===== src/rtl/core/phbf_pkg.sv =====
`default_nettype none
// ----------------------------------------------------------------------------
// phbf_pkg: shared types and constants for the packet header blocklist filter
// Request and result structs, table sizes, request and outcome codes.
// ----------------------------------------------------------------------------
package phbf_pkg;

    localparam int MAC_ENTRIES  = 256;
    localparam int IPV4_ENTRIES = 512;
    localparam int IPV6_ENTRIES = 256;
    localparam int MAC_AW  = $clog2(MAC_ENTRIES);
    localparam int IPV4_AW = $clog2(IPV4_ENTRIES);
    localparam int IPV6_AW = $clog2(IPV6_ENTRIES);
    localparam int SCAN_W  = 10;
    localparam int CAP_BYTES = 74;
    localparam int CAP_AW    = 7;

    localparam logic [1:0] REQ_BYTE = 2'd0;
    localparam logic [1:0] REQ_MAC  = 2'd1;
    localparam logic [1:0] REQ_IPV4 = 2'd2;
    localparam logic [1:0] REQ_IPV6 = 2'd3;

    localparam logic [2:0] OUT_PASS  = 3'd0;
    localparam logic [2:0] OUT_SHORT = 3'd1;
    localparam logic [2:0] OUT_DMAC  = 3'd2;
    localparam logic [2:0] OUT_DIPV4 = 3'd3;
    localparam logic [2:0] OUT_DIPV6 = 3'd4;

    localparam logic [15:0] ETH_IPV4 = 16'h0800;
    localparam logic [15:0] ETH_IPV6 = 16'h86DD;
    localparam logic [7:0]  PROTO_TCP = 8'd6;
    localparam logic [7:0]  PROTO_UDP = 8'd17;

    typedef struct packed {
        logic [1:0]  req_type;
        logic [7:0]  data_byte;
        logic        last;
        logic [8:0]  entry_index;
        logic        entry_valid;
        logic [63:0] key_hi;
        logic [63:0] key_lo;
    } phbf_req_t;

    typedef struct packed {
        logic [2:0]  outcome;
        logic [47:0] source_mac;
        logic [47:0] dest_mac;
        logic [15:0] ether_type;
        logic [7:0]  ip_protocol;
        logic [63:0] src_addr_hi;
        logic [63:0] src_addr_lo;
        logic [63:0] dst_addr_hi;
        logic [63:0] dst_addr_lo;
        logic [15:0] l4_sport;
        logic [15:0] l4_dport;
        logic [15:0] frame_len;
    } phbf_rsp_t;

    // controller to datapath
    typedef struct packed {
        logic clr_step;    // clear one table slot after reset
        logic take;        // accept input request
        logic scan_clear;  // reset scan index and hit flags
        logic scan_step;   // examine one table slot
        logic emit;        // load output register
    } phbf_cmd_t;

    // datapath to controller
    typedef struct packed {
        logic clr_last;    // clearing the final table slot
        logic is_final;    // accepted request is a last packet byte
        logic scan_done;   // all slots examined
    } phbf_sts_t;

endpackage : phbf_pkg
`default_nettype wire


===== src/rtl/core/phbf_ctrl.sv =====
`default_nettype none
// ----------------------------------------------------------------------------
// phbf_ctrl: request sequencing for the header blocklist filter
// Clears the tables after reset, accepts requests, runs the table scan after
// a final byte and hands the result to the output register.
// ----------------------------------------------------------------------------
module phbf_ctrl
    import phbf_pkg::*;
(
    input  wire logic      clk,
    input  wire logic      rst_n,
    input  wire logic      in_valid,
    output logic           in_stall,
    output logic           out_valid,
    input  wire logic      out_stall,
    input  wire phbf_sts_t sts,
    output phbf_cmd_t      cmd
);

    typedef enum logic [3:0] {
        ST_INIT = 4'b0001,
        ST_IDLE = 4'b0010,
        ST_SCAN = 4'b0100,
        ST_OUT  = 4'b1000
    } state_t;

    state_t state_reg, state_next;
    logic   out_valid_reg, out_valid_next;

    always_comb
    begin
        state_next     = state_reg;
        out_valid_next = out_valid_reg;
        cmd            = '0;
        in_stall       = 1'b1;
        if (out_valid_reg && !out_stall)
            out_valid_next = 1'b0;
        unique case (state_reg)
            ST_INIT:
            begin
                cmd.clr_step = 1'b1;
                if (sts.clr_last)
                    state_next = ST_IDLE;
            end
            ST_IDLE:
            begin
                in_stall = 1'b0;
                if (in_valid)
                begin
                    cmd.take = 1'b1;
                    if (sts.is_final)
                    begin
                        cmd.scan_clear = 1'b1;
                        state_next = ST_SCAN;
                    end
                end
            end
            ST_SCAN:
            begin
                cmd.scan_step = 1'b1;
                if (sts.scan_done)
                    state_next = ST_OUT;
            end
            ST_OUT:
            begin
                // hold until the previous result has left
                if (!out_valid_reg || !out_stall)
                begin
                    cmd.emit       = 1'b1;
                    out_valid_next = 1'b1;
                    state_next     = ST_IDLE;
                end
            end
            default: state_next = ST_IDLE;
        endcase
    end

    always_ff @(posedge clk or negedge rst_n)
    begin
        if (!rst_n)
        begin
            state_reg     <= ST_INIT;
            out_valid_reg <= 1'b0;
        end
        else
        begin
            state_reg     <= state_next;
            out_valid_reg <= out_valid_next;
        end
    end

    assign out_valid = out_valid_reg;

`ifndef ASSERT_OFF
    a_emit_free: assert property (@(posedge clk) disable iff (!rst_n)
        cmd.emit |-> !out_valid_reg || !out_stall)
        else $error("result overwritten while stalled");
    a_scan_to_out: assert property (@(posedge clk) disable iff (!rst_n)
        state_reg == ST_SCAN && sts.scan_done |=> state_reg == ST_OUT)
        else $error("scan end not followed by output");
    a_take_idle: assert property (@(posedge clk) disable iff (!rst_n)
        cmd.take |-> state_reg == ST_IDLE)
        else $error("request taken outside idle");
`endif

endmodule : phbf_ctrl
`default_nettype wire


===== config.mk =====
export PLATFORM = sky130hd
export DESIGN_NAME = phbf_ctrl
export DESIGN_NICKNAME = d
export VERILOG_FILES = /design/src/rtl/core/phbf_pkg.sv /design/src/rtl/core/phbf_ctrl.sv
export SDC_FILE = /design/constraint.sdc
export NUM_CORES = 1
export LEC_CHECK = 0
export ABC_CLOCK_PERIOD_IN_PS = 1840
export BUFFER_PORTS_ARGS = -buffer_cell sky130_fd_sc_hd__buf_2
export CAP_MARGIN = 10
export CORE_AREA = 2 2 39 41
export CTS_BUF_LIST = sky130_fd_sc_hd__clkbuf_16
export DETAILED_ROUTE_END_ITERATION = 8
export DIE_AREA = 0 0 41 43
export GPL_TIMING_DRIVEN = 0
export MAX_ROUTING_LAYER = met4
export PLACE_DENSITY = 0.48
export SLEW_MARGIN = 20
export SYNTH_ARGS = -nofsm -noshare
export SYNTH_HDL_FRONTEND = slang
export SYNTH_SLANG_ARGS = --single-unit

===== constraint.sdc =====
create_clock -name clk -period 1.84 [get_ports clk]
set_clock_uncertainty 0.1 [all_clocks]
set_input_delay 0.552 -clock clk [delete_from_list [all_inputs] [get_ports clk]]
set_output_delay 0.552 -clock clk [all_outputs]
set_load 0.005 [all_outputs]

**Yosys cells after proc, flatten, opt, wreduce, memory -nomap -nowiden**

Index checks and enable logic that the tools add are counted.

- Register bits after elaboration: 5
- Output and inout bits: 7
- Word-level logic and storage cells: 33

- Equal/unequal tests: 9
- Multiplexer cells: 17
- Reductions and logical operators: 5

Operator list:

| kind | count |
|---|---|
| $mux 4 | 5 |
| $pmux 4 s4 | 1 |
| $ne 2x2->1 const B | 5 |
| $mux 1 | 9 |
| $reduce_and 5->1 | 1 |
| $eq 4x1->1 const B | 1 |
| $eq 4x2->1 const B | 1 |
| $eq 4x3->1 const B | 1 |
| $eq 4x4->1 const B | 1 |
| $mux 2 | 2 |
| $logic_not 1->1 | 2 |
| $logic_and 1x1->1 | 1 |
| $logic_or 1x1->1 | 1 |

**Logic depth before layout (Yosys ltp)**

- Depth in word-level cells: 5
- Gate-level depth with buffers: 4
- Gate-level depth less buffers: 3

**Least setup slack after synthesis**

No wires, ideal clock.

- Path kind: register to output
- From: register state_reg[2]
- To: output port cmd[2] (netlist name)
- Data arrival time: 1080 ps
- Data required time: 1188 ps
- Setup slack: 108 ps
- Stages on the path, launching flop included: 4
- Buffers on the path: 0
- Cell sequence: dfrtp_1 nor4b_1 inv_1 nor2_1

RTL lines:

| element | line | source |
|---|---|---|
| start, declared | phbf_ctrl.sv:27 | `state_t state_reg, state_next;` |
| start signal, assigned | phbf_ctrl.sv:87 | `state_reg <= state_next;` |
| end, declared | phbf_ctrl.sv:17 | `output phbf_cmd_t cmd` |

==> impl_metrics.yaml <==
routing:
  ant_nets: 0
  wl_per_cell_um: 10.3
  post-route-drc-count: 0
  drtIter0Drc: 0
  vias: 318
  vias_per_cell: 4.42
  drt_wl_total_um: 740
  detail_route.first_pass.iterations: 1
timing:
  fin_crit_ps: 1900
  rsz0062_at_grt: "true"
  fin_ws_ps: -60.8
  whs_ps: 34.2
  slew_violations: 0
  fin_crit_sh_pct: 103
  worst_pin_slew_ps: 262
  hold_viol_final: 0
  setup_viol: 4
  fmaxAchievable_ghz: 0.526
  max_slew_margin_pct: 82.5
  fin_tns_setup_ps: -208
global_routing:
  grt_pass1_wl_mm: 1.19
  grt_pass1_vias: 299
  grtUsageTotal_pct: 10.6
  grt_max_degree: 7
  antenna_found_initial: 0
  grt.overflow.total: 0
cells_and_area:
  drive_above_1_share_pct: 58.9
  final_nets: 64
  diodes: 0
  final_core_util_pct: 38.4
  nFillCells: 141
  area_delta_synth_final_pct: 82.4
  largest_register_ffs: 4
logic_synthesis:
  synth_top_area_share_pct: 34.3
  synth.avg_cell_area_um2: 8.83
  synth_top_cell_by_area: "dfrtp_1"
  netlist_top_cells_area: "dfrtp_1 (34%), dfstp_2 (9.0%), nand2_1 (6.4%), nor4b_1 (6.0%), nor3b_1 (5.2%)"
  syn-cell-area_um2: 292
  synth_seq_area_share_pct: 43.3
  ys_warn_count: 0
  synth_seq_cells: 5
  synthesis.instances: 33
  yosysUniqueCellTypes: 20
  synth_nets: 40
clock_network:
  tritoncts: "done"
  numCtsBuffers: 3
  clkSlewWorstSetupHoldPaths_ps: 30
  hold_buffers: 0
  clockBufferDepth: 2
  cts_sinks: 5
  htreeDepth: 1
  clk_latency_ps: 230
  ctsRootBufferMaster: "clkbuf_16"
setup_path:
  max_stage_delay_ps: 430
  crit_family: "flip-flops"
  worst-path-buf-inv: 2
  worst-setup-path-type: "flop to output port"
  slowest_stage: "dfrtp_2"
  cp_data_required_time_ps: 1190
  path_cells: "buf_4 > nor4b_2 > buf_2"
  startpoint_type: "flop"
  setup.worst_path.end_class: "output port"
  cp.arrival_ps: 1250
  path_max_fanout: 5
power_and_ir_drop:
  p_int_mw: 0.552
  p_sw_mw: 0.196
  sw_frac_of_total_pct: 26.1
  powerDensity_mw_per_mm2: 1410
  power_frac_clock_pct: 47.7
  ir_drop_uv: 462
  p_comb_share_pct: 29.5
  finalPower_mw: 0.748
  p_seq_share_pct: 22.8
  p_leak_nw: 0.273
placed_design:
  place.port_buffers: 13
  dp_hpwl_um: 523
  place_congestion: 0.761
  dpl_worst_slack_ps: -89.2
die:
  dieWidth_um: 41
  die_h_um: 43
  rows: 14
  ios: 14
  die_area_mm2: 0.00176
  core-area_mm2: 0.00138
  start_util_pct: 21.1
outcome:
  outcome: "finished, violations left"
  failed_checks: "negative setup slack"
min_path:
  hp-class: "input port to asynchronous set/reset pin"
job:
  cap_viol_max_count: 0
==> layer usage <==
metal  GRT usage, %  part of all wire, %  up-vias
met5              -                    0        -
met4           2.00                    0        0
met3           7.85                  8.4        0
met2           15.6                   51        9
met1           11.3                   40      145
li1               -                    -      164
==> stage by stage <==
stage	instance area (um^2)	std cells
2_1_floorplan	292	33
3_3_place_gp	377	62
3_5_place_dp	377	62
4_1_cts	514	70
5_1_grt	532	72
6_report	532	72
==> synth_stat cells <==
master,n
and2b_1,1
inv_1,2
nand2_1,5
nor3b_1,2
buf_4,1
nor2_1,3
nor4b_1,2
nor2b_1,2
xnor2_1,1
a21oi_1,1
a32o_1,1
nor3_1,1
o22ai_1,1
dfrtp_1,4
or3_1,1
o21ai_0,1
dfstp_2,1
nand4_1,1
a32oi_1,1
and2_1,1
==> worst paths after layout <==
check | start | endpoint | slack [ps] | cells after the start
setup / recovery | state_reg[3] | cmd[4] | -60 | 3
hold / removal | rst_n | out_valid | 30 | 1
setup reg to reg | state_reg[2] | state_reg[1] | 370 | 4
hold reg to reg | state_reg[1] | state_reg[3] | 440 | 1
max in group asynchronous | rst_n | state_reg[0] | 1390 | 1
min in group clk | sts[2] | state_reg[0] | 360 | 2
==> timing repair <==
item,in CTS,in global routing
resized for setup,7,2
pin swaps,2,2
setup endpoints to repair,6,6
endpoints found under the hold margin,0,0
setup buffers,4,2
cloned,0,0
==> cells in the final DEF (no fill, tap or decap) <==
cell        n
nor2_2      2
nand2_1     5
buf_4       7
nand4_1     1
nor3b_1     2
clkinv_2    1
nor3_1      1
a32o_1      1
dfstp_2     1
buf_2      13
a32oi_1     1
or3_1       1
o22ai_1     1
inv_1       1
dfrtp_2     3
nor4b_4     1
and2b_1     1
nor2_1      1
nor2b_1     2
dfrtp_1     1
xnor2_1     1
inv_2       1
a21oi_1     1
o21ai_0     1
nor4b_2     1
clkbuf_16   3
and2_1      1
==> layout make-up <==
cell class                 instances  area (um^2)  area share (%)
clock inverter                     1         5.00           0.941
timing repair buffer              19          110            20.7
inverter                           2         7.51            1.41
multi-input combinational         25          176            33.2
tap                               16         20.0            3.76
clock buffer                       3         75.1            14.1
sequential                         5          130            24.5
buffer                             1         7.51            1.41
==> power by group through the flow <==
| stage | Combinational, mW | Clock (mW) | Sequential [mW] |
|---|---|---|---|
| after floorplan | 0.109 | 0 | 0.156 |
| after global placement | 0.157 | 0 | 0.165 |
| after detailed placement | 0.159 | 0 | 0.165 |
| after CTS | 0.214 | 0.366 | 0.172 |
| after global routing | 0.253 | 0.376 | 0.174 |
| final | 0.221 | 0.357 | 0.170 |
==> cell families (layout without fill, tap and decap cells) <==
kind of cell	Yosys count	in the layout	synth area share, %
AND/OR/NAND/NOR	19	19	36.5
AO/OA/AOI/OAI	5	5	12.0
flip-flops	5	5	43.4
buffers and inverters	3	26	5.15
XOR/XNOR	1	1	3.00
Power figures use the tool's default switching activity.
